### config.mk
export PLATFORM = sky130hd
export DESIGN_NAME = ccd_clock_sequencer_flat
export DESIGN_NICKNAME = d
export VERILOG_FILES = /design/src/ccdseq_pkg.sv /design/src/ccdseq_cmd_if.sv /design/src/ccdseq_res_if.sv /design/src/ccd_clock_sequencer.sv /design/src/ccdseq_ctrl.sv /design/src/ccdseq_dp.sv /design/src/flat_wrapper.sv
export VERILOG_INCLUDE_DIRS = /design/src /design/src/src
export SDC_FILE = /design/constraint.sdc
export NUM_CORES = 1
export LEC_CHECK = 0
export ABC_AREA = 1
export BUFFER_PORTS_ARGS = -buffer_cell sky130_fd_sc_hd__buf_2
export CAP_MARGIN = 20
export CELL_PAD_IN_SITES_DETAIL_PLACEMENT = 0
export CELL_PAD_IN_SITES_GLOBAL_PLACEMENT = 1
export CORE_MARGIN = 2
export CORE_UTILIZATION = 43
export CTS_BUF_LIST = sky130_fd_sc_hd__clkbuf_16
export CTS_CLUSTER_SIZE = 25
export DETAILED_ROUTE_END_ITERATION = 16
export PLACE_DENSITY = 0.94
export SETUP_SLACK_MARGIN = 0.3
export SYNTH_ARGS = -nofsm -noshare
export SYNTH_HDL_FRONTEND = slang
export SYNTH_SLANG_ARGS = --single-unit
### constraint.sdc
create_clock -name clk -period 4.05 [get_ports clk]
set_input_delay 0 -clock clk [delete_from_list [all_inputs] [get_ports clk]]
set_output_delay 0 -clock clk [all_outputs]
set_load 0.02 [all_outputs]
### src/assert_macros.svh
// Assertion macros shared by the sequencer RTL
`ifndef ASSERT_MACROS_SVH
`define ASSERT_MACROS_SVH

// check a condition on every rising clock edge outside reset
`define CCDSEQ_ASSERT(label, clk, rst, expr) \
  label: assert property (@(posedge clk) disable iff (rst) (expr)) \
    else $error("assertion failed");

// check that an antecedent implies a consequent in the same cycle
`define CCDSEQ_ASSERT_IMP(label, clk, rst, ante, cons) \
  label: assert property (@(posedge clk) disable iff (rst) (ante) |-> (cons)) \
    else $error("assertion failed");

// check that an antecedent implies a consequent in the cycle after it
`define CCDSEQ_ASSERT_NEXT(label, clk, rst, ante, cons) \
  label: assert property (@(posedge clk) disable iff (rst) (ante) |=> (cons)) \
    else $error("assertion failed");

`endif

### src/ccdseq_pkg.sv
// Types, codes and constants of the CCD clock sequencer
package ccdseq_pkg;

  localparam int BIN_W           = 5;
  localparam int PIX_W           = 15;
  localparam int CNT_W           = 6;
  localparam int MAX_BINNING_DEF = 16;
  localparam int LINE_LEN        = 40;
  localparam int LINE_GROUP      = 8;

  localparam logic [BIN_W-1:0]  BINNING_RESET = BIN_W'(1);
  localparam logic [15:0]       PIX_FLIP      = 16'h8888;
  localparam logic [PIX_W-1:0]  PIX_MAX       = 15'd32767;
  localparam logic [7:0]        CTL_FLIP      = 8'd5;

  localparam logic [7:0] BYTE_247 = 8'd247;
  localparam logic [7:0] BYTE_255 = 8'd255;
  localparam logic [7:0] BYTE_239 = 8'd239;
  localparam logic [7:0] BYTE_251 = 8'hfb;
  localparam logic [7:0] BYTE_250 = 8'hfa;
  localparam logic [7:0] BYTE_249 = 8'hf9;
  localparam logic [7:0] BYTE_247F = 8'hf7;
  localparam logic [7:0] BYTE_219 = 8'd219;
  localparam logic [7:0] BYTE_91  = 8'd91;
  localparam logic [7:0] BYTE_155 = 8'd155;
  localparam logic [7:0] BYTE_27  = 8'd27;

  localparam logic [CNT_W-1:0] CNT_ONE   = CNT_W'(1);
  localparam logic [CNT_W-1:0] CNT_PRE   = CNT_W'(5);
  localparam logic [CNT_W-1:0] CNT_TAIL  = CNT_W'(4);
  localparam logic [CNT_W-1:0] CNT_CLAMP = CNT_W'(6);
  localparam logic [CNT_W-1:0] CNT_LINE  = CNT_W'(LINE_LEN);
  localparam logic [CNT_W-1:0] LINE_B1   = CNT_W'(4 * LINE_GROUP);
  localparam logic [CNT_W-1:0] LINE_B2   = CNT_W'(3 * LINE_GROUP);
  localparam logic [CNT_W-1:0] LINE_B3   = CNT_W'(2 * LINE_GROUP);
  localparam logic [CNT_W-1:0] LINE_B4   = CNT_W'(LINE_GROUP);

  typedef enum logic [1:0] {
    KIND_DIGITIZE = 2'd0,
    KIND_LINE     = 2'd1,
    KIND_FAST     = 2'd2,
    KIND_CONTROL  = 2'd3
  } kind_t;

  typedef enum logic [3:0] {
    S_IDLE,
    S_D247,
    S_D255,
    S_D239,
    S_DBHI,
    S_DBLO,
    S_D251,
    S_D219,
    S_D91,
    S_D155,
    S_D27,
    S_LINE,
    S_F7,
    S_FF,
    S_FB,
    S_CTL
  } state_t;

  typedef enum logic [3:0] {
    BS_247,
    BS_255,
    BS_239,
    BS_251,
    BS_219,
    BS_91,
    BS_155,
    BS_27,
    BS_LINE,
    BS_F7,
    BS_CTL
  } byte_sel_t;

  typedef enum logic [1:0] {
    CNT_HOLD,
    CNT_DEC,
    CNT_LOAD,
    CNT_LOAD_BIN
  } cnt_op_t;

  typedef struct packed {
    logic             load;
    cnt_op_t          cnt_op;
    logic [CNT_W-1:0] cnt_value;
    logic             emit;
    byte_sel_t        sel;
    logic             last;
    logic             pix;
  } ctl_t;

  typedef struct packed {
    logic adv;
    logic cnt_last;
    logic bin_zero;
  } stat_t;

endpackage

### src/ccdseq_cmd_if.sv
// Request channel of the CCD clock sequencer
interface ccdseq_cmd_if;
  logic       valid;
  logic       ready;
  logic [1:0] kind;
  logic [7:0] adc_status_a;
  logic [7:0] adc_status_b;
  logic [7:0] adc_status_c;
  logic [7:0] adc_status_d;
  logic [7:0] control_value;
  logic       end_of_row;

  modport source (
    output valid, kind, adc_status_a, adc_status_b, adc_status_c, adc_status_d,
           control_value, end_of_row,
    input  ready
  );
  modport sink (
    input  valid, kind, adc_status_a, adc_status_b, adc_status_c, adc_status_d,
           control_value, end_of_row,
    output ready
  );
endinterface

### src/ccdseq_res_if.sv
// Result channel of the CCD clock sequencer
interface ccdseq_res_if;
  logic                        valid;
  logic                        ready;
  logic [7:0]                  drive_byte;
  logic                        to_control_port;
  logic                        pixel_valid;
  logic [ccdseq_pkg::PIX_W-1:0] pixel_value;
  logic                        row_done;
  logic                        last;

  modport source (
    output valid, drive_byte, to_control_port, pixel_valid, pixel_value, row_done, last,
    input  ready
  );
  modport sink (
    input  valid, drive_byte, to_control_port, pixel_valid, pixel_value, row_done, last,
    output ready
  );
endinterface

### src/ccd_clock_sequencer.sv
// Top level of the CCD clock sequencer
// Each request is one command and comes back as a run of drive bytes, one result per byte,
// the last one flagged by last (with row_done echoing end_of_row, and for a digitize the
// pixel sample on pixel_valid/pixel_value). Run lengths: digitize 20 + 2 * binning bytes
// (binning capped at MAX_BINNING, so 52 at 16), line load 40, fast shift 3, control write 1.
// The sequencer emits one byte per clock into its single result register while results are
// taken at once; a stalled result holds the sequencer. A new request is taken once the
// previous run's last byte sits in the result register. Write binning only between runs.
`include "assert_macros.svh"

module ccd_clock_sequencer #(
  parameter int MAX_BINNING = ccdseq_pkg::MAX_BINNING_DEF
) (
  input  logic                         clk,
  input  logic                         rst,
  input  logic                         cfg_we,
  input  logic [ccdseq_pkg::BIN_W-1:0] cfg_data,
  ccdseq_cmd_if.sink                   cmd,
  ccdseq_res_if.source                 res
);

  ccdseq_pkg::ctl_t  ctl;
  ccdseq_pkg::stat_t stat;

  ccdseq_ctrl u_ctrl (
    .clk       (clk),
    .rst       (rst),
    .cmd_valid (cmd.valid),
    .cmd_kind  (cmd.kind),
    .cmd_ready (cmd.ready),
    .stat      (stat),
    .ctl       (ctl)
  );

  ccdseq_dp #(
    .MAX_BINNING (MAX_BINNING)
  ) u_dp (
    .clk      (clk),
    .rst      (rst),
    .cfg_we   (cfg_we),
    .cfg_data (cfg_data),
    .ctl      (ctl),
    .stat     (stat),
    .cmd      (cmd),
    .res      (res)
  );

  `CCDSEQ_ASSERT_IMP(a_pix_on_last, clk, rst, res.valid && res.pixel_valid, res.last)
  `CCDSEQ_ASSERT_IMP(a_ctl_on_last, clk, rst, res.valid && res.to_control_port, res.last)
  `CCDSEQ_ASSERT_IMP(a_row_on_last, clk, rst, res.valid && res.row_done, res.last)
  `CCDSEQ_ASSERT_NEXT(a_busy_after_take, clk, rst, cmd.valid && cmd.ready, !cmd.ready)

endmodule

### src/ccdseq_ctrl.sv
// Waveform state machine of the CCD clock sequencer
module ccdseq_ctrl (
  input  logic                clk,
  input  logic                rst,
  input  logic                cmd_valid,
  input  logic [1:0]          cmd_kind,
  output logic                cmd_ready,
  input  ccdseq_pkg::stat_t   stat,
  output ccdseq_pkg::ctl_t    ctl
);

  ccdseq_pkg::state_t state, state_next;

  always_ff @(posedge clk) begin
    if (rst) begin
      state <= ccdseq_pkg::S_IDLE;
    end else begin
      state <= state_next;
    end
  end

  always_comb begin
    state_next    = state;
    cmd_ready     = 1'b0;
    ctl.load      = 1'b0;
    ctl.cnt_op    = ccdseq_pkg::CNT_HOLD;
    ctl.cnt_value = '0;
    ctl.emit      = 1'b0;
    ctl.sel       = ccdseq_pkg::BS_247;
    ctl.last      = 1'b0;
    ctl.pix       = 1'b0;
    if (state == ccdseq_pkg::S_IDLE) begin
      cmd_ready = 1'b1;
      if (cmd_valid) begin
        ctl.load = 1'b1;
        case (ccdseq_pkg::kind_t'(cmd_kind))
          ccdseq_pkg::KIND_DIGITIZE: begin
            state_next = ccdseq_pkg::S_D247;
          end
          ccdseq_pkg::KIND_LINE: begin
            ctl.cnt_op    = ccdseq_pkg::CNT_LOAD;
            ctl.cnt_value = ccdseq_pkg::CNT_LINE;
            state_next    = ccdseq_pkg::S_LINE;
          end
          ccdseq_pkg::KIND_FAST: begin
            state_next = ccdseq_pkg::S_F7;
          end
          default: begin
            state_next = ccdseq_pkg::S_CTL;
          end
        endcase
      end
    end else if (stat.adv) begin
      ctl.emit = 1'b1;
      case (state)
        ccdseq_pkg::S_D247: begin
          ctl.sel       = ccdseq_pkg::BS_247;
          ctl.cnt_op    = ccdseq_pkg::CNT_LOAD;
          ctl.cnt_value = ccdseq_pkg::CNT_PRE;
          state_next    = ccdseq_pkg::S_D255;
        end
        ccdseq_pkg::S_D255: begin
          ctl.sel = ccdseq_pkg::BS_255;
          if (stat.cnt_last) begin
            state_next = ccdseq_pkg::S_D239;
          end else begin
            ctl.cnt_op = ccdseq_pkg::CNT_DEC;
          end
        end
        ccdseq_pkg::S_D239: begin
          ctl.sel = ccdseq_pkg::BS_239;
          if (stat.bin_zero) begin
            ctl.cnt_op    = ccdseq_pkg::CNT_LOAD;
            ctl.cnt_value = ccdseq_pkg::CNT_TAIL;
            state_next    = ccdseq_pkg::S_D251;
          end else begin
            ctl.cnt_op = ccdseq_pkg::CNT_LOAD_BIN;
            state_next = ccdseq_pkg::S_DBHI;
          end
        end
        ccdseq_pkg::S_DBHI: begin
          ctl.sel    = ccdseq_pkg::BS_255;
          state_next = ccdseq_pkg::S_DBLO;
        end
        ccdseq_pkg::S_DBLO: begin
          ctl.sel = ccdseq_pkg::BS_251;
          if (stat.cnt_last) begin
            ctl.cnt_op    = ccdseq_pkg::CNT_LOAD;
            ctl.cnt_value = ccdseq_pkg::CNT_TAIL;
            state_next    = ccdseq_pkg::S_D251;
          end else begin
            ctl.cnt_op = ccdseq_pkg::CNT_DEC;
            state_next = ccdseq_pkg::S_DBHI;
          end
        end
        ccdseq_pkg::S_D251: begin
          ctl.sel = ccdseq_pkg::BS_251;
          if (stat.cnt_last) begin
            ctl.cnt_op    = ccdseq_pkg::CNT_LOAD;
            ctl.cnt_value = ccdseq_pkg::CNT_CLAMP;
            state_next    = ccdseq_pkg::S_D219;
          end else begin
            ctl.cnt_op = ccdseq_pkg::CNT_DEC;
          end
        end
        ccdseq_pkg::S_D219: begin
          ctl.sel = ccdseq_pkg::BS_219;
          if (stat.cnt_last) begin
            state_next = ccdseq_pkg::S_D91;
          end else begin
            ctl.cnt_op = ccdseq_pkg::CNT_DEC;
          end
        end
        ccdseq_pkg::S_D91: begin
          ctl.sel    = ccdseq_pkg::BS_91;
          state_next = ccdseq_pkg::S_D155;
        end
        ccdseq_pkg::S_D155: begin
          ctl.sel    = ccdseq_pkg::BS_155;
          state_next = ccdseq_pkg::S_D27;
        end
        ccdseq_pkg::S_D27: begin
          ctl.sel    = ccdseq_pkg::BS_27;
          ctl.last   = 1'b1;
          ctl.pix    = 1'b1;
          state_next = ccdseq_pkg::S_IDLE;
        end
        ccdseq_pkg::S_LINE: begin
          ctl.sel = ccdseq_pkg::BS_LINE;
          if (stat.cnt_last) begin
            ctl.last   = 1'b1;
            state_next = ccdseq_pkg::S_IDLE;
          end else begin
            ctl.cnt_op = ccdseq_pkg::CNT_DEC;
          end
        end
        ccdseq_pkg::S_F7: begin
          ctl.sel    = ccdseq_pkg::BS_F7;
          state_next = ccdseq_pkg::S_FF;
        end
        ccdseq_pkg::S_FF: begin
          ctl.sel    = ccdseq_pkg::BS_255;
          state_next = ccdseq_pkg::S_FB;
        end
        ccdseq_pkg::S_FB: begin
          ctl.sel    = ccdseq_pkg::BS_251;
          ctl.last   = 1'b1;
          state_next = ccdseq_pkg::S_IDLE;
        end
        default: begin
          ctl.sel    = ccdseq_pkg::BS_CTL;
          ctl.last   = 1'b1;
          state_next = ccdseq_pkg::S_IDLE;
        end
      endcase
    end
  end

endmodule

### src/ccdseq_dp.sv
// Request capture, counter, binning register and result register of the sequencer
module ccdseq_dp #(
  parameter int MAX_BINNING = ccdseq_pkg::MAX_BINNING_DEF
) (
  input  logic                         clk,
  input  logic                         rst,
  input  logic                         cfg_we,
  input  logic [ccdseq_pkg::BIN_W-1:0] cfg_data,
  input  ccdseq_pkg::ctl_t             ctl,
  output ccdseq_pkg::stat_t            stat,
  ccdseq_cmd_if.sink                   cmd,
  ccdseq_res_if.source                 res
);

  localparam logic [ccdseq_pkg::BIN_W-1:0] MaxBin = ccdseq_pkg::BIN_W'(MAX_BINNING);

  logic [ccdseq_pkg::BIN_W-1:0] binning;
  logic [ccdseq_pkg::BIN_W-1:0] bin_eff;
  logic [ccdseq_pkg::CNT_W-1:0] cnt;
  logic [15:0]                  sample;
  logic [7:0]                   ctl_value;
  logic                         eor;
  logic [15:0]                  flipped;
  logic [ccdseq_pkg::PIX_W-1:0] pix_sat;
  logic [7:0]                   byte_sel;
  logic                         res_valid;

  assign bin_eff = (binning > MaxBin) ? MaxBin : binning;

  assign stat.adv      = !res_valid || res.ready;
  assign stat.cnt_last = (cnt == ccdseq_pkg::CNT_ONE);
  assign stat.bin_zero = (bin_eff == '0);

  always_ff @(posedge clk) begin
    if (rst) begin
      binning <= ccdseq_pkg::BINNING_RESET;
    end else if (cfg_we) begin
      binning <= cfg_data;
    end
  end

  always_ff @(posedge clk) begin
    if (ctl.load) begin
      sample    <= {cmd.adc_status_d[7:4], cmd.adc_status_c[7:4],
                    cmd.adc_status_b[7:4], cmd.adc_status_a[7:4]};
      ctl_value <= cmd.control_value;
      eor       <= cmd.end_of_row;
    end
  end

  always_ff @(posedge clk) begin
    case (ctl.cnt_op)
      ccdseq_pkg::CNT_DEC:      cnt <= cnt - ccdseq_pkg::CNT_ONE;
      ccdseq_pkg::CNT_LOAD:     cnt <= ctl.cnt_value;
      ccdseq_pkg::CNT_LOAD_BIN: cnt <= ccdseq_pkg::CNT_W'(bin_eff);
      default:                  cnt <= cnt;
    endcase
  end

  assign flipped = sample ^ ccdseq_pkg::PIX_FLIP;
  assign pix_sat = flipped[15] ? ccdseq_pkg::PIX_MAX : flipped[ccdseq_pkg::PIX_W-1:0];

  always_comb begin
    case (ctl.sel)
      ccdseq_pkg::BS_247: byte_sel = ccdseq_pkg::BYTE_247;
      ccdseq_pkg::BS_255: byte_sel = ccdseq_pkg::BYTE_255;
      ccdseq_pkg::BS_239: byte_sel = ccdseq_pkg::BYTE_239;
      ccdseq_pkg::BS_251: byte_sel = ccdseq_pkg::BYTE_251;
      ccdseq_pkg::BS_219: byte_sel = ccdseq_pkg::BYTE_219;
      ccdseq_pkg::BS_91:  byte_sel = ccdseq_pkg::BYTE_91;
      ccdseq_pkg::BS_155: byte_sel = ccdseq_pkg::BYTE_155;
      ccdseq_pkg::BS_27:  byte_sel = ccdseq_pkg::BYTE_27;
      ccdseq_pkg::BS_F7:  byte_sel = ccdseq_pkg::BYTE_247F;
      ccdseq_pkg::BS_CTL: byte_sel = ctl_value ^ ccdseq_pkg::CTL_FLIP;
      ccdseq_pkg::BS_LINE: begin
        if (cnt > ccdseq_pkg::LINE_B1) begin
          byte_sel = ccdseq_pkg::BYTE_251;
        end else if (cnt > ccdseq_pkg::LINE_B2) begin
          byte_sel = ccdseq_pkg::BYTE_250;
        end else if (cnt > ccdseq_pkg::LINE_B3) begin
          byte_sel = ccdseq_pkg::BYTE_249;
        end else if (cnt > ccdseq_pkg::LINE_B4) begin
          byte_sel = ccdseq_pkg::BYTE_250;
        end else begin
          byte_sel = ccdseq_pkg::BYTE_251;
        end
      end
      default: byte_sel = ccdseq_pkg::BYTE_255;
    endcase
  end

  always_ff @(posedge clk) begin
    if (rst) begin
      res_valid <= 1'b0;
    end else if (stat.adv) begin
      res_valid <= ctl.emit;
    end
  end

  always_ff @(posedge clk) begin
    if (ctl.emit) begin
      res.drive_byte      <= byte_sel;
      res.to_control_port <= (ctl.sel == ccdseq_pkg::BS_CTL);
      res.pixel_valid     <= ctl.pix;
      res.pixel_value     <= ctl.pix ? pix_sat : '0;
      res.row_done        <= ctl.last & eor;
      res.last            <= ctl.last;
    end
  end

  assign res.valid = res_valid;

endmodule

### src/flat_wrapper.sv
// flat-port wrapper written by rule: the top's interface ports become plain ports
module ccd_clock_sequencer_flat 
#(
  parameter int MAX_BINNING = ccdseq_pkg::MAX_BINNING_DEF
)
  (clk, rst, cfg_we, cfg_data, cmd_valid, cmd_kind, cmd_adc_status_a, cmd_adc_status_b, cmd_adc_status_c, cmd_adc_status_d, cmd_control_value, cmd_end_of_row, cmd_ready, res_valid, res_drive_byte, res_to_control_port, res_pixel_valid, res_pixel_value, res_row_done, res_last, res_ready);
  ccdseq_cmd_if cmd_i ();
  ccdseq_res_if res_i ();
  input  logic clk;
  input  logic rst;
  input  logic cfg_we;
  input  logic [ccdseq_pkg::BIN_W-1:0] cfg_data;
  input wire logic [$bits(cmd_i.valid)-1:0] cmd_valid;
  input wire logic [$bits(cmd_i.kind)-1:0] cmd_kind;
  input wire logic [$bits(cmd_i.adc_status_a)-1:0] cmd_adc_status_a;
  input wire logic [$bits(cmd_i.adc_status_b)-1:0] cmd_adc_status_b;
  input wire logic [$bits(cmd_i.adc_status_c)-1:0] cmd_adc_status_c;
  input wire logic [$bits(cmd_i.adc_status_d)-1:0] cmd_adc_status_d;
  input wire logic [$bits(cmd_i.control_value)-1:0] cmd_control_value;
  input wire logic [$bits(cmd_i.end_of_row)-1:0] cmd_end_of_row;
  output wire logic [$bits(cmd_i.ready)-1:0] cmd_ready;
  output wire logic [$bits(res_i.valid)-1:0] res_valid;
  output wire logic [$bits(res_i.drive_byte)-1:0] res_drive_byte;
  output wire logic [$bits(res_i.to_control_port)-1:0] res_to_control_port;
  output wire logic [$bits(res_i.pixel_valid)-1:0] res_pixel_valid;
  output wire logic [$bits(res_i.pixel_value)-1:0] res_pixel_value;
  output wire logic [$bits(res_i.row_done)-1:0] res_row_done;
  output wire logic [$bits(res_i.last)-1:0] res_last;
  input wire logic [$bits(res_i.ready)-1:0] res_ready;
  assign cmd_i.valid = cmd_valid;
  assign cmd_i.kind = cmd_kind;
  assign cmd_i.adc_status_a = cmd_adc_status_a;
  assign cmd_i.adc_status_b = cmd_adc_status_b;
  assign cmd_i.adc_status_c = cmd_adc_status_c;
  assign cmd_i.adc_status_d = cmd_adc_status_d;
  assign cmd_i.control_value = cmd_control_value;
  assign cmd_i.end_of_row = cmd_end_of_row;
  assign cmd_ready = cmd_i.ready;
  assign res_valid = res_i.valid;
  assign res_drive_byte = res_i.drive_byte;
  assign res_to_control_port = res_i.to_control_port;
  assign res_pixel_valid = res_i.pixel_valid;
  assign res_pixel_value = res_i.pixel_value;
  assign res_row_done = res_i.row_done;
  assign res_last = res_i.last;
  assign res_i.ready = res_ready;
  ccd_clock_sequencer #(.MAX_BINNING(MAX_BINNING)) u_core (.clk(clk), .rst(rst), .cfg_we(cfg_we), .cfg_data(cfg_data), .cmd(cmd_i), .res(res_i));
endmodule
# Word-level counts from Yosys, hierarchy flattened
# Cells that the tools add are included.
[classes] add_sub_neg=1 order_cmp=5 eq_ne=34 n_mux=38 bitwise=3 n_reduce_logical=15
[op_table] op="8-bit case mux with 9 select lines" n=1
[op_table] op="4-bit case mux with 12 select lines" n=1
[op_table] op="4-bit equality test (second input constant)" n=10
[op_table] op="4-bit case mux with 10 select lines" n=1
[op_table] op="4-bit by 3-bit equality test with 1-bit output (second input constant)" n=8
[op_table] op="15-bit two-way mux" n=2
[op_table] op="4-bit two-way mux" n=7
[op_table] op="6-bit case mux with 4 select lines" n=1
[op_table] op="6-bit case mux with 3 select lines" n=1
[op_table] op="4-bit by 2-bit equality test with 1-bit output (second input constant)" n=4
[op_table] op="8-bit two-way mux" n=2
[op_table] op="6-bit by 5-bit > comparator with 1-bit output (second input constant)" n=2
[op_table] op="2-bit two-way mux" n=6
[op_table] op="3-bit by 2-bit inequality test with 1-bit output (second input constant)" n=4
[op_table] op="4-bit case mux with 3 select lines" n=1
[op_table] op="11-bit OR reduction" n=1
[op_table] op="3-bit two-way mux" n=3
[op_table] op="9-bit two-way mux" n=1
[op_table] op="3-bit OR reduction" n=3
[op_table] op="4-bit logical NOT" n=2
[op_table] op="2-bit case mux with 4 select lines" n=1
[op_table] op="1-bit two-way mux" n=7
[op_table] op="7-bit two-way mux" n=1
[op_table] op="2-bit equality test (second input constant)" n=3
[op_table] op="other kinds (21)" n=23
[totals] ff_bits=68 input_bits=53 word_cells=109

# Longest topological paths before layout
[depth] depth_word=10 depth_mapped=14 ltp_nobuf=13

# Least setup slack after synthesis
# Ideal clock, no wire load.
[synth_timing] path_type="register to register" from="register u_core.u_ctrl.state[3]" to="register u_core.u_ctrl.state[3]" setup_ns=0.122 arrival_ns=2.380 t_required_ns=3.928 setup_slack_ns=1.548 path_stages_with_launch=10 n_path_buf=1 period_less_slack_ns=2.502 path_cell_list="dfxtp_1 > buf_6 > nor2_4 > nand3_4 > nor2_1 > inv_1 > nand2_1 > inv_1 > o21ai_0 > a21oi_1"
[synth_via] elab_chain_len=4
[synth_rtl] element="start: declaration" line="ccdseq_ctrl.sv:12" text="ccdseq_pkg::state_t state, state_next;"
[synth_rtl] element="start signal: assignment" line="ccdseq_ctrl.sv:16" text="state <= ccdseq_pkg::S_IDLE;"
[synth_rtl] element="start signal: assignment" line="ccdseq_ctrl.sv:18" text="state <= state_next;"
[synth_rtl] element="4-bit equality test, or another cell as far along" line="ccdseq_ctrl.sv:55" text="case (state)"
[synth_rtl] element="4-bit case mux with 12 select lines" line="ccdseq_ctrl.sv:55"
[synth_rtl] element="4-bit two-way mux" line="ccdseq_ctrl.sv:53" text="end else if (stat.adv) begin"
[synth_rtl] element="4-bit two-way mux" line="ccdseq_ctrl.sv:32" text="if (state == ccdseq_pkg::S_IDLE) begin"
# Parallel ways exist; a longest one is shown, timed or not. The select of a mux whose other input is x is not followed.
# A chain may end at the register's enable or synchronous reset.

# Final worst setup path
[layout_timing] from="register u_core.u_ctrl.state[3]" to="register u_core.u_dp.res.drive_byte[0] (data pin)"
[layout_via] elab_chain_len=8
[layout_rtl] element="4-bit by 3-bit equality test with 1-bit output, or another cell as far along" line="ccdseq_ctrl.sv:55"
[layout_rtl] element="3-bit OR reduction (no source line)"
[layout_rtl] element="4-bit case mux with 10 select lines" line="ccdseq_ctrl.sv:55"
[layout_rtl] element="15-bit two-way mux" line="ccdseq_ctrl.sv:53"
[layout_rtl] element="7-bit two-way mux (*)" line="ccdseq_ctrl.sv:32"
[layout_rtl] element="4-bit equality test or 4-bit logical NOT (tied branches)" line="ccdseq_dp.sv:64" text="case (ctl.sel)"
[layout_rtl] element="2-bit OR reduction (no source line)"
[layout_rtl] element="8-bit case mux with 9 select lines (*)" line="ccdseq_dp.sv:64"
[layout_rtl] element="via u_core.u_dp.byte_sel[0]" line="ccdseq_dp.sv:25" text="logic [7:0] byte_sel;"
[layout_rtl] element="end signal: assignment" line="ccdseq_dp.sv:102" text="res.drive_byte <= byte_sel;"
[layout_rtl] element="end: declaration" line="ccdseq_res_if.sv:13" text="output valid, drive_byte, to_control_port, pixel_valid, pixel_value, row_done, last,"
# Mark *: on every way through the listed nets, which the timed path passes. The rest lies on a longest branch.

==> impl_metrics.tcl <==
set metrics [dict create \
    grt_use_met3 0.0376 \
    finalSetupTns_ns 0 \
    period_needed_ns 2.51 \
    worstHoldPathType "in -> reg" \
    hpwl_mm 4.62 \
    drive_above_1_share 0.263 \
    relSlewSlack 0.554 \
    drt_iter0_drc 185 \
    wirelength_mm 6.84 \
    yosys.area.top_type "edfxtp_1" \
    routedWlPerCell_um 12.8 \
    cts_max_level 3 \
    port_buffers 65 \
    rsz0062_at_grt "false" \
    whs_ns 0.0320 \
    cp.arrival_ns 2.60 \
    critPathKind "reg -> reg" \
    synth_ff_type "edfxtp_1" \
    vias 2577 \
    ys_seq_area_frac 0.599 \
    setup_violations 0 \
    global_route.usage.met2 0.294 \
    hold_viol_final 0 \
    finalPower_w 0.00363 \
    cts_setup_buffers 0 \
    hold_depth 3 \
    slew_violations 0 \
    cts_inserted_buffers 9 \
    rows 31 \
    dr.pass1.iters 5 \
    track_usage 0.175 \
    worstSkewPairLatency_ns 0.33 \
    final_core_util 0.594 \
    power.leakage_nw 1.92 \
    synthCells 326 \
    core_area_sq_um 7290 \
    cap_violations 0 \
    min_from "cfg_we" \
    start_util 0.445 \
    ios 82 \
    busiest_layer "met2" \
    antenna_left 0 \
    cts_buffer_depth 2 \
    finClkSkew_ns 0.00599 \
    dp.cells 486 \
    ys_warn_count 0 \
    die-area_sq_um 8250 \
    syn-cell-area_sq_um 3240 \
    worst_ep_required_time_ns 4.14 \
    nFillCells 608 \
    cp_max_fo 33 \
    die_h_um 90.8 \
    grt_use_met1 0.216 \
    synth_commonest_cells "62 x nand2_1, 58 x edfxtp_1, 44 x inv_1" \
    finalCritPeriodShare 0.619 \
    synth_most_common_cell "nand2_1" \
    synth_fp_nets 382 \
    overflow 0 \
    ys_ff_latch 68 \
    cp-end-kind "flop" \
    synth_edf_count 58 \
    cts_tree "built" \
    grt_pass1_vias 2456 \
    rr_endpoint "u_core.u_dp.res.drive_byte[0]" \
    remaining_drc_errors 0 \
    worstMarginPinSlew_ns 0.668 \
    nNetsFinal 488 \
    clock-sinks 68 \
    startpoint_type "flop" \
    status "complete, no violations" \
    synth_cell_types 35 \
    reg2reg_from "u_core.u_ctrl.state[3]" \
    max_freq_ghz 0.399 \
    num_antenna_cells 0 \
    synth_async_sr_flop_share 0 \
    antenna_found_initial 0 \
    p_per_area_nw_per_um2 837 \
    final_cells 536 \
    clk_pin_slew_ns 0.06 \
    grt_pass1_wl_mm 11.4 \
    vdd_drop_max_uv 425 \
    areaGrowthSynthToFinish_pct 33.6 \
    via_per_inst 4.81 \
    min_to "u_core.u_dp.binning[3]" \
    synth_top_cell_area_share 0.537 \
    place_congestion 0.926 \
    die_w_um 90.8 \
    worstRegToRegCells 11 \
    synth_area_leaders "edfxtp_1 54%, nand2_1 7.2%, dfxtp_1 6.2%, inv_1 5.1%, a21oi_1 3.7%" \
    worst-r2r-setup-slack_ns 1.54 \
    syn_area_per_cell_sq_um 9.95 \
    cts-root-buf "clkbuf_16" \
    grt_max_degree 34 \
]
-- per-stage QoR --
step	cell area, sq um	setup slack (ns)
finish	4330	1.54
global route	4330	1.28
global placement	3670	1.57
floorplan	3240	1.55
detailed placement	3670	1.54
CTS	4330	1.53
-- kinds of logic after synthesis --
kind of cell,Yosys count,share of synthesized area
buffers and inverters,57,0.0710
AOI/OAI and AO/OA,53,0.0938
DFF,68,0.599
xor gates and xnor gates,1,0.00270
and+or+nand+nor,144,0.222
adders and majority gates,3,0.0116
-- cells in the final DEF, fill, tap and decap left out, types with 2 or more instances in the layout --
cell type,n
dfxtp_1,10
clkbuf_16,9
nand3_1,24
nor3_1,4
dlygate4sd3_1,34
o211ai_1,2
nand4_1,6
nor3b_1,2
nor2_4,6
nand2_1,62
o21ai_2,2
edfxtp_1,58
or2_2,2
bufinv_16,2
a21oi_1,24
clkinv_4,2
a31oi_1,2
o21ai_0,15
nand2_2,8
ha_1,3
inv_1,44
buf_2,65
nand3_2,5
nand3b_1,2
nor2_1,21
o2111ai_1,2
inv_2,7
-- worst max-delay path by stage --
stage | cells after the start | start | end
2_1_floorplan | 9 | u_core.u_ctrl.state[3] | u_core.u_ctrl.state[3]
3_3_place_gp | 11 | u_core.u_ctrl.state[1] | u_core.u_dp.res.drive_byte[1]
3_5_place_dp | 11 | u_core.u_ctrl.state[1] | u_core.u_dp.res.drive_byte[1]
4_1_cts | 11 | u_core.u_ctrl.state[1] | u_core.u_dp.res.drive_byte[1]
5_1_grt | 11 | u_core.u_ctrl.state[3] | u_core.u_dp.res.drive_byte[1]
6_report | 11 | u_core.u_ctrl.state[3] | u_core.u_dp.res.drive_byte[0]
-- timing repair --
item / 4_1_cts / 5_1_grt
resized for setup: 0 / 0
hold endpoints to repair: 33 / 0
hold buffers: 34 / 0
-- critical path, cell delays in order (launching register included) --
cell,delay (ns)
dfxtp_1,0.59
nor2_4,0.13
nand3_4,0.14
nand2_2,0.09
inv_2,0.49
nand2_1,0.26
nand3_1,0.15
nand2_2,0.10
nor2_4,0.12
nand2_2,0.06
nor2_1,0.09
nand2_1,0.05
-- registers in the layout, summed over array words and instances (netlist names) --
signal                           flops
u_core.u_ctrl.state                  4
u_core.u_dp.binning                  5
u_core.u_dp.cnt                      6
u_core.u_dp.ctl_value                8
u_core.u_dp.eor                      1
u_core.u_dp.res.drive_byte           8
u_core.u_dp.res.last                 1
u_core.u_dp.res.pixel_valid          1
u_core.u_dp.res.pixel_value         15
u_core.u_dp.res.row_done             1
u_core.u_dp.res.to_control_port      1
u_core.u_dp.res.valid                1
u_core.u_dp.sample                  16
-- layout make-up --
type | instances | area (sq um) | area share
Multi-Input combinational cell | 201 | 1070 | 0.248
Timing Repair Buffer | 100 | 673 | 0.155
Clock buffer | 9 | 225 | 0.0520
Inverter | 52 | 195 | 0.0451
Clock inverter | 7 | 98.8 | 0.0228
Sequential cell | 68 | 1940 | 0.448
Tap cell | 99 | 124 | 0.0286
-- power breakdown --
part | total, W | switching, W | internal (W)
clock | 0.000839 | 0.000297 | 0.000541
sequential | 0.00127 | 0.000129 | 0.00114
combinational | 0.00152 | 0.00105 | 0.000468
-- metal layers --
layer | vias to the layer above | wire (um)
met3 | 13 | 274
met1 | 1168 | 2960
li1 | 1329 | -
met5 | - | 0
met4 | 0 | 161
met2 | 67 | 3440
Power figures use the tool's default switching activity.
